--- src/tss_pkg.sv ---
package tss_pkg;

	localparam int SLOTS_DEF      = 16;
	localparam int COUNT_BITS_DEF = 16;

	localparam int LENGTH_W = 16;
	localparam int SLOT_W   = 4;
	localparam int STEP_W   = 16;
	localparam int QUANT_W  = 8;
	localparam int CFG_IDX_W = 2;

	localparam logic CMD_ADD  = 1'b0;
	localparam logic CMD_TICK = 1'b1;

	localparam logic MODE_FCFS = 1'b0;
	localparam logic MODE_RR   = 1'b1;

	localparam logic [CFG_IDX_W-1:0] REG_MODE    = 2'd0;
	localparam logic [CFG_IDX_W-1:0] REG_QUANTUM = 2'd1;

	typedef enum logic [2:0] {
		ST_IDLE,
		ST_SCAN,
		ST_READ,
		ST_EXEC,
		ST_EMIT
	} state_t;

endpackage

--- src/time_slice_process_scheduler_top.sv ---
// Time-slice process scheduler.
// Input channel (in_valid/in_ready, cmd, length): cmd add appends a process of the given
// length to the next free slot; cmd tick runs one instruction of the chosen process.
// Output channel (out_valid/out_ready): exactly one result per input item, in order.
// Configuration (cfg_we, cfg_index, cfg_data): index 0 selects first-come (0) or round
// robin (1); index 1 sets the quantum, where zero acts as one. Write only when idle.
// Counts live in a single synchronous RAM with a registered read port; the runnable
// flag of every slot is held in flip-flops so the search never touches the RAM.
// An add is accepted in IDLE and its result is loaded into the output register in EMIT.
// A tick that continues an open round-robin slice steps through accept, RAM read, update
// and load output. Any other tick first scans the runnable flags one slot per cycle,
// visiting at most the number of filled slots; a tick on an empty table skips the scan
// and the RAM and goes straight to loading the output.
// The next item is accepted while a result still waits in the output register; the
// block only holds a new result back while the receiver has not taken the previous one.
// Reset empties the table, selects first-come mode with a quantum of one and clears
// the output valid flag; the RAM itself is not cleared, since only written slots are read.
module time_slice_process_scheduler_top #(
	parameter int SLOTS      = tss_pkg::SLOTS_DEF,
	parameter int COUNT_BITS = tss_pkg::COUNT_BITS_DEF
) (
	input  logic                           clk,
	input  logic                           arst_n,
	input  logic                           in_valid,
	output logic                           in_ready,
	input  logic                           cmd,
	input  logic [tss_pkg::LENGTH_W-1:0]   length,
	output logic                           out_valid,
	input  logic                           out_ready,
	output logic                           accepted,
	output logic [tss_pkg::SLOT_W-1:0]     slot,
	output logic [tss_pkg::STEP_W-1:0]     step_index,
	output logic                           done_now,
	input  logic                           cfg_we,
	input  logic [tss_pkg::CFG_IDX_W-1:0]  cfg_index,
	input  logic [tss_pkg::QUANT_W-1:0]    cfg_data
);

	localparam int SLOT_BITS = (SLOTS > 1) ? $clog2(SLOTS) : 1;
	localparam int USED_BITS = $clog2(SLOTS + 1);
	localparam int ENTRY_W   = 2 * COUNT_BITS;
	localparam int QW        = tss_pkg::QUANT_W;

	tss_pkg::state_t state_q, state_d;

	// Slot table: {total, executed}.
	logic [ENTRY_W-1:0]    mem [SLOTS];
	logic [ENTRY_W-1:0]    mem_rd_q;
	logic                  mem_we;
	logic [SLOT_BITS-1:0]  mem_wa;
	logic [ENTRY_W-1:0]    mem_wd;

	logic [SLOTS-1:0]      runnable_q;
	logic [USED_BITS-1:0]  used_q;
	logic [SLOT_BITS-1:0]  cur_q;
	logic [QW-1:0]         slice_used_q;
	logic                  slice_active_q;
	logic                  mode_q;
	logic [QW-1:0]         quantum_q;

	logic [SLOT_BITS-1:0]  scan_q;
	logic [USED_BITS-1:0]  left_q;
	logic [SLOT_BITS-1:0]  slot_q;

	logic                  res_acc_q;
	logic [tss_pkg::SLOT_W-1:0] res_slot_q;
	logic [tss_pkg::STEP_W-1:0] res_step_q;
	logic                  res_done_q;

	logic                  out_valid_q;
	logic                  out_acc_q;
	logic [tss_pkg::SLOT_W-1:0] out_slot_q;
	logic [tss_pkg::STEP_W-1:0] out_step_q;
	logic                  out_done_q;

	logic                  in_xfer;
	logic                  emit_go;
	logic [QW-1:0]         q_eff;
	logic                  cur_in_range;
	logic                  rr_keep;
	logic                  full;
	logic [COUNT_BITS-1:0] add_len;
	logic [31:0]           len_ext;
	logic [USED_BITS-1:0]  scan_inc;
	logic [USED_BITS-1:0]  slot_inc;
	logic [COUNT_BITS-1:0] ex_total;
	logic [COUNT_BITS-1:0] ex_run;
	logic [COUNT_BITS-1:0] ex_run_n;
	logic                  ex_fin;
	logic [QW-1:0]         ex_su_n;
	logic [31:0]           ex_run_ext;
	logic [7:0]            slot_ext;
	logic [7:0]            used_ext;

	assign in_xfer      = in_valid && in_ready;
	assign q_eff        = (quantum_q == '0) ? QW'(1) : quantum_q;
	assign cur_in_range = USED_BITS'(cur_q) < used_q;
	assign rr_keep      = (mode_q == tss_pkg::MODE_RR) && slice_active_q
	                      && (slice_used_q < q_eff) && cur_in_range && runnable_q[cur_q];
	assign full         = (used_q == USED_BITS'(SLOTS));
	assign len_ext      = 32'(length);
	assign add_len      = len_ext[COUNT_BITS-1:0];
	assign scan_inc     = USED_BITS'(scan_q) + USED_BITS'(1);
	assign slot_inc     = USED_BITS'(slot_q) + USED_BITS'(1);

	assign ex_total   = mem_rd_q[ENTRY_W-1:COUNT_BITS];
	assign ex_run     = mem_rd_q[COUNT_BITS-1:0];
	assign ex_run_n   = ex_run + COUNT_BITS'(1);
	assign ex_fin     = (ex_run_n == ex_total);
	assign ex_su_n    = slice_used_q + QW'(1);
	assign ex_run_ext = 32'(ex_run);
	assign slot_ext   = 8'(slot_q);
	assign used_ext   = 8'(used_q);

	// Next state.
	always_comb begin
		state_d = state_q;
		case (state_q)
			tss_pkg::ST_IDLE: begin
				if (in_valid) begin
					if (cmd == tss_pkg::CMD_ADD) begin
						state_d = tss_pkg::ST_EMIT;
					end else if (rr_keep) begin
						state_d = tss_pkg::ST_READ;
					end else if (used_q == '0) begin
						state_d = tss_pkg::ST_EMIT;
					end else begin
						state_d = tss_pkg::ST_SCAN;
					end
				end
			end
			tss_pkg::ST_SCAN: begin
				if (runnable_q[scan_q]) begin
					state_d = tss_pkg::ST_READ;
				end else if (left_q == USED_BITS'(1)) begin
					state_d = tss_pkg::ST_EMIT;
				end
			end
			tss_pkg::ST_READ: state_d = tss_pkg::ST_EXEC;
			tss_pkg::ST_EXEC: state_d = tss_pkg::ST_EMIT;
			tss_pkg::ST_EMIT: begin
				if (emit_go) begin
					state_d = tss_pkg::ST_IDLE;
				end
			end
			default: state_d = tss_pkg::ST_IDLE;
		endcase
	end

	// Outputs of the state machine.
	always_comb begin
		in_ready = 1'b0;
		emit_go  = 1'b0;
		mem_we   = 1'b0;
		mem_wa   = slot_q;
		mem_wd   = {ex_total, ex_run_n};
		case (state_q)
			tss_pkg::ST_IDLE: begin
				in_ready = 1'b1;
				if (in_valid && cmd == tss_pkg::CMD_ADD && !full) begin
					mem_we = 1'b1;
					mem_wa = SLOT_BITS'(used_q);
					mem_wd = {add_len, {COUNT_BITS{1'b0}}};
				end
			end
			tss_pkg::ST_EXEC: mem_we = 1'b1;
			tss_pkg::ST_EMIT: emit_go = !out_valid_q || out_ready;
			default: ;
		endcase
	end

	always_ff @(posedge clk) begin
		if (mem_we) begin
			mem[mem_wa] <= mem_wd;
		end
		if (state_q == tss_pkg::ST_READ) begin
			mem_rd_q <= mem[slot_q];
		end
	end

	// Control state.
	always_ff @(posedge clk or negedge arst_n) begin
		if (!arst_n) begin
			state_q        <= tss_pkg::ST_IDLE;
			runnable_q     <= '0;
			used_q         <= '0;
			cur_q          <= '0;
			slice_used_q   <= '0;
			slice_active_q <= 1'b0;
			mode_q         <= tss_pkg::MODE_FCFS;
			quantum_q      <= QW'(1);
			out_valid_q    <= 1'b0;
		end else begin
			state_q <= state_d;
			if (cfg_we) begin
				case (cfg_index)
					tss_pkg::REG_MODE:    mode_q <= cfg_data[0];
					tss_pkg::REG_QUANTUM: quantum_q <= cfg_data;
					default: ;
				endcase
			end
			if (in_xfer) begin
				if (cmd == tss_pkg::CMD_ADD) begin
					if (!full) begin
						runnable_q[SLOT_BITS'(used_q)] <= (add_len != '0);
						used_q <= used_q + USED_BITS'(1);
					end
				end else if (mode_q == tss_pkg::MODE_RR && !rr_keep) begin
					slice_active_q <= 1'b0;
				end
			end
			if (state_q == tss_pkg::ST_SCAN && runnable_q[scan_q]
			    && mode_q == tss_pkg::MODE_RR) begin
				cur_q          <= scan_q;
				slice_used_q   <= '0;
				slice_active_q <= 1'b1;
			end
			if (state_q == tss_pkg::ST_EXEC) begin
				if (ex_fin) begin
					runnable_q[slot_q] <= 1'b0;
				end
				if (mode_q == tss_pkg::MODE_RR) begin
					if (ex_fin || ex_su_n >= q_eff) begin
						slice_active_q <= 1'b0;
						slice_used_q   <= '0;
						cur_q <= (slot_inc < used_q) ? SLOT_BITS'(slot_inc) : '0;
					end else begin
						slice_used_q <= ex_su_n;
					end
				end
			end
			if (emit_go) begin
				out_valid_q <= 1'b1;
			end else if (out_ready) begin
				out_valid_q <= 1'b0;
			end
		end
	end

	// Payload registers.
	always_ff @(posedge clk) begin
		if (in_xfer) begin
			res_acc_q  <= 1'b0;
			res_slot_q <= '0;
			res_step_q <= '0;
			res_done_q <= 1'b0;
			if (cmd == tss_pkg::CMD_ADD) begin
				if (!full) begin
					res_acc_q  <= 1'b1;
					res_slot_q <= used_ext[tss_pkg::SLOT_W-1:0];
				end
			end else begin
				slot_q <= cur_q;
				left_q <= used_q;
				if (mode_q == tss_pkg::MODE_RR && cur_in_range) begin
					scan_q <= cur_q;
				end else begin
					scan_q <= '0;
				end
			end
		end
		if (state_q == tss_pkg::ST_SCAN) begin
			if (runnable_q[scan_q]) begin
				slot_q <= scan_q;
			end else begin
				scan_q <= (scan_inc == used_q) ? '0 : SLOT_BITS'(scan_inc);
				left_q <= left_q - USED_BITS'(1);
			end
		end
		if (state_q == tss_pkg::ST_EXEC) begin
			res_acc_q  <= 1'b1;
			res_slot_q <= slot_ext[tss_pkg::SLOT_W-1:0];
			res_step_q <= ex_run_ext[tss_pkg::STEP_W-1:0];
			res_done_q <= ex_fin;
		end
		if (emit_go) begin
			out_acc_q  <= res_acc_q;
			out_slot_q <= res_slot_q;
			out_step_q <= res_step_q;
			out_done_q <= res_done_q;
		end
	end

	assign out_valid  = out_valid_q;
	assign accepted   = out_acc_q;
	assign slot       = out_slot_q;
	assign step_index = out_step_q;
	assign done_now   = out_done_q;

endmodule

--- config.mk ---
export PLATFORM = sky130hd
export DESIGN_NAME = time_slice_process_scheduler_top
export DESIGN_NICKNAME = d
export VERILOG_FILES = /design/src/tss_pkg.sv /design/src/time_slice_process_scheduler_top.sv
export SDC_FILE = /design/constraint.sdc
export NUM_CORES = 1
export LEC_CHECK = 0
export BUFFER_PORTS_ARGS = -buffer_cell sky130_fd_sc_hd__buf_2
export CAP_MARGIN = 20
export CORE_MARGIN = 2
export CORE_UTILIZATION = 40
export CTS_CLUSTER_SIZE = 10
export DETAILED_ROUTE_END_ITERATION = 7
export PLACE_DENSITY = 0.53
export SYNTH_ARGS = -nofsm -noshare
export SYNTH_HDL_FRONTEND = slang
export SYNTH_SLANG_ARGS = --single-unit
export TNS_END_PERCENT = 100
--- constraint.sdc ---
create_clock -name clk -period 9.2 [get_ports clk]
set_input_delay 0.92 -clock clk [delete_from_list [all_inputs] [get_ports clk]]
set_output_delay 0.92 -clock clk [all_outputs]
set_load 0.02 [all_outputs]
==> flow_summary.json, run 1 <==
{
  "status": "finished, final reports clean",
  "synth-main-ff-cell": "edfxtp_1",
  "hold_class": "in2async",
  "powerDensity_nw_per_um2": 290.2,
  "place.gp.congestion": 0.8055,
  "cp-end-kind": "flip-flop",
  "rsz0062_at_grt": "false",
  "yosys_register_bits": 648,
  "vias": 13640,
  "port-buffer-count": 55,
  "cpPeakStageDelay_ps": 770,
  "numCtsBuffers": 76,
  "drv_cap": 0,
  "slowest_stage": "nor3_1",
  "clock_sinks": 648,
  "clkTransAtPathRegs_ps": 60,
  "die_h_um": 263.1,
  "required_ps": 9470,
  "drt_pre_antenna_iters": 5,
  "clk_latency_ps": 610,
  "tritoncts": "done",
  "grt_max_degree": 92,
  "fmax_ghz": 0.2394,
  "cts_buffer_depth": 3,
  "start_util_pct": 40.63,
  "die_area_um2": 69220,
  "pwr-share-seq_pct": 45.5,
  "ios": 56,
  "async_reset_ff_share_pct": 7.253,
  "p_clk_share_pct": 30.1,
  "wl_per_cell_um": 26.81,
  "cts.repair.resized": 0,
  "grt_pass1_vias": 14330,
  "root_buffer": "clkbuf_16",
  "cts_hold_buffers": 0,
  "cts_max_level": 3,
  "setup_viol": 0,
  "syn_nets": 1496,
  "critPathArrivalTime_ps": 4450,
  "synth_common_cells": "587 x edfxtp_1, 168 x mux4_2, 68 x nor2_1, 51 x nand2_1, 47 x clkbuf_1",
  "relSlewSlack_pct": 30.60,
  "nNetsFinal": 1590,
  "internal-power_mw": 6.227,
  "area_delta_synth_final_pct": 13.42,
  "antenna_found_initial": 1,
  "grt_use_total_pct": 19.06,
  "num_antenna_cells": 0,
  "std_cell_rows": 94,
  "tightestPinTransition_ps": 1036,
  "r2r_cells": 7,
  "fin_util_pct": 46.08,
  "vdd_drop_max_uv": 205.4,
  "synth.avg_cell_area_um2": 18.80,
  "die_width_um": 263.1,
  "synth_top_cell_area_share_pct": 65.64,
  "crit_chain": "nor3_1 > and3_2 > buf_4 > and3_1 > a31oi_1 > nor2_4 > buf_4",
  "period_share_pct": 45.40,
  "slew_violations": 0,
  "fin_tns_setup_ps": 0,
  "yosys_warnings": 0,
  "fp.coreArea_um2": 66100,
  "post_cts_buffers": 0,
  "combPwrFrac_pct": 24.4,
  "drc": 0,
  "p_leak_nw": 10.05,
  "yosys.cell_types.count": 73,
  "path_max_fanout": 66,
  "netlist_instances": 1428,
  "hpwl_um": 38430,
  "critPathKind": "reg2reg",
  "synth_area_um2": 26850,
  "via_per_inst": 5.654,
  "synth_edf_count": 587,
  "yosysSeqAreaShare_pct": 71.07,
  "grt_pass1_wl_um": 97020,
  "critPathMostFrequentCell": "buf_4",
  "drtIter0Drc": 1116,
  "cp-start-kind": "flip-flop",
  "synth_top_area_cell": "edfxtp_1",
  "yosysMostFrequentCell": "edfxtp_1",
  "skew_ps": 16.41,
  "synth_area_leaders": "edfxtp_1 66%, mux4_2 14%, dfrtp_1 4.3%",
  "min_period_ps": 4177,
  "ant_nets": 0,
  "sw_frac_of_total_pct": 29.53,
  "drt-total-wl_um": 64660,
  "hold_viol": 0,
  "p_sw_mw": 2.610,
  "grt_overflow": 0,
  "final_layout_size_suffix_gt1_share_pct": 26.42
}
-- critical path, delay by kind of cell (launching register included) --
kind                   cells  cell delay (ps)
buffers and inverters      2             1070
flip-flops                 1              440
AND/OR/NAND/NOR            4             2080
AO/OA/AOI/OAI              1              170
-- worst paths after layout --
kind	start	endpoint	slack, ps
setup / recovery	state_q[2]	mem[7][17]	5020
setup reg to reg	state_q[2]	mem[7][17]	5020
min in group clk	res_slot_q[2]	slot[2]	420
hold / removal	arst_n	used_q[4]	410
max in group asynchronous	arst_n	slice_used_q[2]	8280
hold reg to reg	res_slot_q[2]	slot[2]	420
-- metrics by stage --
stage / hold WS, ps / instances / cell area, µm² / total power [mW] / setup WS (ps)
2_1_floorplan: 400.3 / 1428 / 26850 / 5.524 / 5207
5_1_grt: 425.5 / 2412 / 30460 / 9.247 / 4794
3_5_place_dp: 404.5 / 2300 / 28260 / 6.253 / 4974
6_report: 414.3 / 2412 / 30460 / 8.837 / 5023
4_1_cts: 420.2 / 2404 / 30370 / 8.929 / 5065
3_3_place_gp: 403.2 / 2299 / 28250 / 6.233 / 5034
-- registers in the layout, indices dropped and copies added, names as in the netlist, 3 cells and up --
register / count
res_step_q: 16
slot_q: 4
step_index: 16
mem_rd_q: 32
res_slot_q: 4
used_q: 5
slice_used_q: 8
left_q: 5
slot: 4
runnable_q: 16
quantum_q: 8
state_q: 3
mem: 512
scan_q: 4
cur_q: 4
-- cell usage in the layout, fill, tap and decap left out, drive strengths merged, types with 3 or more instances in the layout --
cell type and instances:
ha 36, xor2 11, nand3 31, o21ai 27
mux2 26, a21o 6, and2 19, nor3 11
mux4 168, xnor2 26, inv 31, a221oi 3
a31oi 11, a311oi 3, xnor3 3, nor2 69
or3 4, nor2b 4, nand2b 14, edfxtp 587
a21oi 42, a22o 5, o22ai 3, buf 89
nand2 51, a211oi 4, dfrtp 46, o31ai 3
mux2i 26, dfxtp 14, clkbuf 96, and3 8
nor3b 6, nor4 11, o2111ai 5, clkinv 4
nand3b 3, nand4 11
-- power by group through the flow --
| stage | clock network [mW] | registers (mW) | logic (mW) |
|---|---|---|---|
| final | 2.66 | 4.02 | 2.16 |
| after global routing | 2.83 | 4.06 | 2.36 |
| after CTS | 2.72 | 4.03 | 2.18 |
| after detailed placement | 0 | 4.08 | 2.17 |
| after global placement | 0 | 4.08 | 2.15 |
| after floorplan | 0 | 3.86 | 1.66 |
-- layout make-up --
class / count / area (µm²)
clock buffer: 95 / 2004
clock inverter: 9 / 103.9
fill: 5620 / 35640
inverter: 27 / 101.3
multi-input combinational: 679 / 7488
sequential: 648 / 19100
tap: 864 / 1081
timing repair buffer: 90 / 580.6
-- kinds of logic (layout without fill, tap and decap cells) --
| group | count (synthesis) | in the layout | share of synthesized area, % |
|---|---|---|---|
| compound gates | 131 | 131 | 3.173 |
| buf+inv | 101 | 221 | 1.514 |
| xor+xnor | 40 | 40 | 1.458 |
| fa+ha+maj | 36 | 36 | 1.677 |
| simple gates | 252 | 252 | 4.944 |
| mux | 220 | 220 | 16.16 |
| flops | 648 | 648 | 71.07 |
-- per-layer routing --
metal  share of wire [%]  wire length, µm  global-route usage, %  vias to the layer above
met4                 2.7             1730                  5.869                        0
met1                  43            27650                  25.48                     7200
met5                   0                0                      0                        -
met2                  49            31540                  31.24                      377
met3                 5.8             3744                  4.256                      101
li1                    -                -                      -                     5960
Power figures use the tool's default switching activity.
==> run 2: changes to the inputs <==
==> constraint.sdc (replaced) <==
create_clock -name clk -period 4 [get_ports clk]
set_input_delay 0.4 -clock clk [delete_from_list [all_inputs] [get_ports clk]]
set_output_delay 0.4 -clock clk [all_outputs]
set_load 0.02 [all_outputs]
==> flow_summary.json, run 2 (synthesis gave the netlist of run 1 again) <==
{
  "tritoncts": "done",
  "period_share_pct": 87.00,
  "holdWs_ps": 44.21,
  "critPathKind": "reg2reg",
  "setup_viol": 0,
  "largest_reg_flops": 512,
  "pwr-share-seq_pct": 44.9,
  "clk_latency_ps": 620,
  "place.gp.congestion": 0.8122,
  "wl_per_cell_um": 26.53,
  "die_h_um": 263.1,
  "nFillCells": 5610,
  "start_util_pct": 40.63,
  "skew_ps": 36.21,
  "internal-power_mw": 14.34,
  "die_area_um2": 69220,
  "fin_tns_setup_ps": 0,
  "combPwrFrac_pct": 25.5,
  "hold_viol": 0,
  "critPathArrivalTime_ps": 3780,
  "cp-start-kind": "flip-flop",
  "grt_pass1_wl_um": 96950,
  "largestRegisters": "mem (512), mem_rd_q (32)",
  "grt_use_total_pct": 19.03,
  "root_buffer": "clkbuf_16",
  "vdd_drop_max_uv": 346.4,
  "min_period_ps": 3480,
  "hold_class": "in2reg",
  "std_cell_rows": 94,
  "post_cts_buffers": 0,
  "regMostFlops": "mem",
  "vias": 13840,
  "drt-total-wl_um": 64570,
  "powerDensity_nw_per_um2": 665.0,
  "numCtsBuffers": 76,
  "p_clk_share_pct": 29.6,
  "grt_pass1_vias": 14410,
  "num_antenna_cells": 0,
  "layout_common_cells": "587 x edfxtp_1, 168 x mux4_2, 76 x clkbuf_16",
  "p_leak_nw": 10.16,
  "nNetsFinal": 1608,
  "grt_max_degree": 77,
  "drtIter0Drc": 1112,
  "cts_max_level": 3,
  "fp.coreArea_um2": 66100,
  "drc": 0,
  "tightestPinTransition_ps": 1091,
  "port-buffer-count": 55,
  "multi_input_area_um2": 7488,
  "hpwl_um": 39630,
  "whs_path_depth": 2,
  "drt_pre_antenna_iters": 5,
  "fin_util_pct": 46.47,
  "regArea_um2": 19100,
  "sw_frac_of_total_pct": 29.79,
  "required_ps": 4300,
  "r2r_cells": 9,
  "area_delta_synth_final_pct": 14.38,
  "relSlewSlack_pct": 26.96,
  "die_width_um": 263.1,
  "cp-end-kind": "flip-flop",
  "path_max_fanout": 24,
  "final_layout_size_suffix_gt1_share_pct": 27.13,
  "clock_sinks": 648,
  "clkTransAtPathRegs_ps": 60,
  "final_common_cell": "edfxtp_1",
  "grt_overflow": 0,
  "p_sw_mw": 6.085,
  "fmax_ghz": 0.2874,
  "via_per_inst": 5.684,
  "ios": 56,
  "cts_buffer_depth": 3,
  "drv_cap": 0,
  "status": "finished, final reports clean",
  "slew_violations": 0,
  "rsz0062_at_grt": "false",
  "antenna_found_initial": 1,
  "ant_nets": 0,
  "p_total_mw": 20.43
}
run 2: metrics by stage:
step	worst slack (ps)	cells	area, µm²
floorplan	6.621	1428	26850
global placement	721.1	2325	28600
detailed placement	590.0	2325	28600
CTS	575.8	2434	30710
global route	281.4	2434	30710
finish	519.9	2434	30710
run 2: layer usage:
| metal | vias up | part of all wire [%] | track usage [%] |
|---|---|---|---|
| met1 | 7405 | 45 | 26.74 |
| li1 | 5989 | - | - |
| met5 | - | 0 | 0 |
| met4 | 0 | 2.1 | 4.942 |
| met3 | 96 | 4.2 | 3.133 |
| met2 | 346 | 49 | 31.00 |
run 2: power groups by stage:
stage / combinational, mW / sequential [mW] / clock (mW)
after floorplan: 3.82 / 8.88 / 0
after global placement: 5.25 / 9.30 / 0
after detailed placement: 5.27 / 9.32 / 0
after CTS: 5.30 / 9.18 / 6.20
after global routing: 5.65 / 9.25 / 6.48
final: 5.21 / 9.17 / 6.05
run 2: path summary, 6_finish.rpt:
path                           startpoint             end  slack [ps]
setup reg to reg                used_q[0]       mem[0][0]         520
hold reg to reg            res_step_q[11]  step_index[11]         420
min in group asynchronous          arst_n       used_q[1]         450
max in group asynchronous          arst_n    quantum_q[2]        3070
hold / removal                cfg_data[1]    quantum_q[1]          40
setup / recovery                used_q[0]       mem[0][0]         520
run 2: layout make-up:
class | count | area share (%)
multi-input combinational | 679 | 24.38
sequential | 648 | 62.18
clock buffer | 98 | 6.461
timing repair buffer | 108 | 2.729
inverter | 27 | 0.3300
clock inverter | 10 | 0.4033
tap | 864 | 3.520
run 2: critical path, cell delays in order (launching register included):
cell and delay (ps):
dfrtp_1 520, inv_1 200, ha_1 310, a31oi_1 260, and3_2 400, buf_4 320, nor3_1 70, a21oi_1 700
nor2_4 30, buf_4 330
run 2: timing repair:
action | 4_1_cts | 5_1_grt
hold endpoints to repair | 46 | 0
hold buffers | 1 | 0
resized for setup | 0 | 0
==> run 3: changes to the inputs <==
--- a/config.mk
+++ b/config.mk
@@ -12,6 +12,7 @@
 export CTS_CLUSTER_SIZE = 10
 export DETAILED_ROUTE_END_ITERATION = 7
 export PLACE_DENSITY = 0.53
+export SKIP_LAST_GASP = 1
 export SYNTH_ARGS = -nofsm -noshare
 export SYNTH_HDL_FRONTEND = slang
 export SYNTH_SLANG_ARGS = --single-unit
==> constraint.sdc (replaced) <==
create_clock -name clk -period 4 [get_ports clk]
set_input_delay 0.8 -clock clk [delete_from_list [all_inputs] [get_ports clk]]
set_output_delay 0.8 -clock clk [all_outputs]
set_load 0.02 [all_outputs]
==> flow_summary.json, run 3 (synthesis gave the netlist of run 1 again) <==
{
  "ant_nets": 0,
  "min_period_ps": 3587,
  "grt_pass1_vias": 14650,
  "hold_class": "in2async",
  "path_max_fanout": 23,
  "drt-total-wl_um": 64880,
  "fin_util_pct": 46.64,
  "area_delta_synth_final_pct": 14.81,
  "relSlewSlack_pct": 28.78,
  "p_leak_nw": 10.22,
  "start_util_pct": 40.63,
  "wl_per_cell_um": 26.61,
  "drv_cap": 0,
  "gr-usage-met2_pct": 31.51,
  "slowest_stage": "a21oi_1",
  "skew_ps": 22.65,
  "p_total_mw": 20.71,
  "place_ws_ps": 459.0,
  "fp.coreArea_um2": 66100,
  "die_width_um": 263.1,
  "final_area_um2": 30830,
  "drtIter0Drc": 935,
  "critPathTopFamily": "compound AO/OA/AOI/OAI gates",
  "clock_sinks": 648,
  "p_sw_mw": 6.100,
  "placed_area_um2": 28600,
  "slew_violations": 0,
  "cp-start-kind": "flip-flop",
  "critPathKind": "reg2reg",
  "hold_viol": 0,
  "critPathArrivalTime_ps": 3890,
  "busiest_layer": "met2",
  "drt_pre_antenna_iters": 6,
  "via_per_inst": 5.672,
  "root_buffer": "clkbuf_16",
  "numCtsBuffers": 78,
  "cts_max_level": 3,
  "postLayoutSetupSlackWorst_ps": 413.0,
  "cpPeakStageDelay_ps": 690,
  "cp-end-kind": "flip-flop",
  "hpwl_um": 39680,
  "p_clk_share_pct": 30.7,
  "fin_tns_setup_ps": 0,
  "vdd_drop_max_uv": 398.2,
  "status": "finished, final reports clean",
  "largest_reg_flops": 512,
  "cts.repair.resized": 0,
  "num_antenna_cells": 0,
  "rsz0062_at_grt": "false",
  "nNetsFinal": 1609,
  "ios": 56,
  "port-buffer-count": 55,
  "grt_pass1_wl_um": 98290,
  "std_cell_rows": 94,
  "setup_viol": 0,
  "final_common_cell": "edfxtp_1",
  "clk_latency_ps": 610,
  "die_area_um2": 69220,
  "layout_common_cells": "587 x edfxtp_1, 168 x mux4_2, 79 x clkbuf_16",
  "grt_use_total_pct": 19.23,
  "combPwrFrac_pct": 24.7,
  "cts_hold_buffers": 0,
  "pwr-share-seq_pct": 44.6,
  "place.gp.congestion": 0.8597,
  "die_h_um": 263.1,
  "post_cts_buffers": 0,
  "clkTransAtPathRegs_ps": 60,
  "cts_buffer_depth": 3,
  "grt_use_met3_pct": 3.452,
  "sw_frac_of_total_pct": 29.45,
  "critPathBufInv": 3,
  "vias": 13830,
  "crit_chain": "inv_1 > ha_1 > a31oi_1 > and3_2 > buf_4 > nor3_1 > a21oi_1 > nor2_4 > buf_4",
  "final_layout_size_suffix_gt1_share_pct": 27.45,
  "tightestPinTransition_ps": 1063,
  "powerDensity_nw_per_um2": 671.8,
  "met1_usage_pct": 26.65,
  "grt_max_degree": 58,
  "drc": 0,
  "largestRegisters": "mem (512), mem_rd_q (32)",
  "antenna_found_initial": 0,
  "period_share_pct": 89.67,
  "critPathMostFrequentCell": "buf_4",
  "regMostFlops": "mem",
  "tritoncts": "done",
  "internal-power_mw": 14.61,
  "required_ps": 4300,
  "fmax_ghz": 0.2788,
  "grt_overflow": 0
}
-- run 3: final timing paths --
check / cells past startpoint / slack [ps] / endpoint / startpoint
max: 9 / 410 / mem[0][16] / used_q[0]
min: 1 / 190 / state_q[2] / arst_n
max reg2reg: 9 / 410 / mem[0][16] / used_q[0]
min reg2reg: 0 / 410 / step_index[0] / res_step_q[0]
max in group asynchronous: 2 / 3220 / slice_active_q / arst_n
min in group clk: 0 / 410 / step_index[0] / res_step_q[0]
-- run 3: power by group through the flow --
stage / clock [mW] / sequential, mW / combinational, mW
after global routing: 6.81 / 9.33 / 5.57
after floorplan: 0 / 8.88 / 3.82
after detailed placement: 0 / 9.38 / 5.19
final: 6.36 / 9.24 / 5.11
after CTS: 6.54 / 9.25 / 5.20
after global placement: 0 / 9.37 / 5.15
-- run 3: routing by layer --
layer / vias to the layer above / share of wire [%]
li1: 6006 / -
met1: 7353 / 44
met2: 379 / 49
met3: 90 / 4.7
met4: 0 / 2.1
met5: - / 0
-- run 3: per-stage QoR --
stage,hold slack [ps],instances
after global placement,403.6,2323
after CTS,183.5,2437
after global routing,213.0,2438
final,191.6,2438
after detailed placement,405.2,2324
after floorplan,400.3,1428
-- run 3: final cells by class --
type / instances / area, µm²
Clock inverter: 13 / 166.4
Multi-Input combinational cell: 679 / 7488
Tap cell: 864 / 1081
Inverter: 27 / 101.3
Fill cell: 5626 / 35270
Clock buffer: 100 / 2056
Timing Repair Buffer: 107 / 840.8
Sequential cell: 648 / 19100
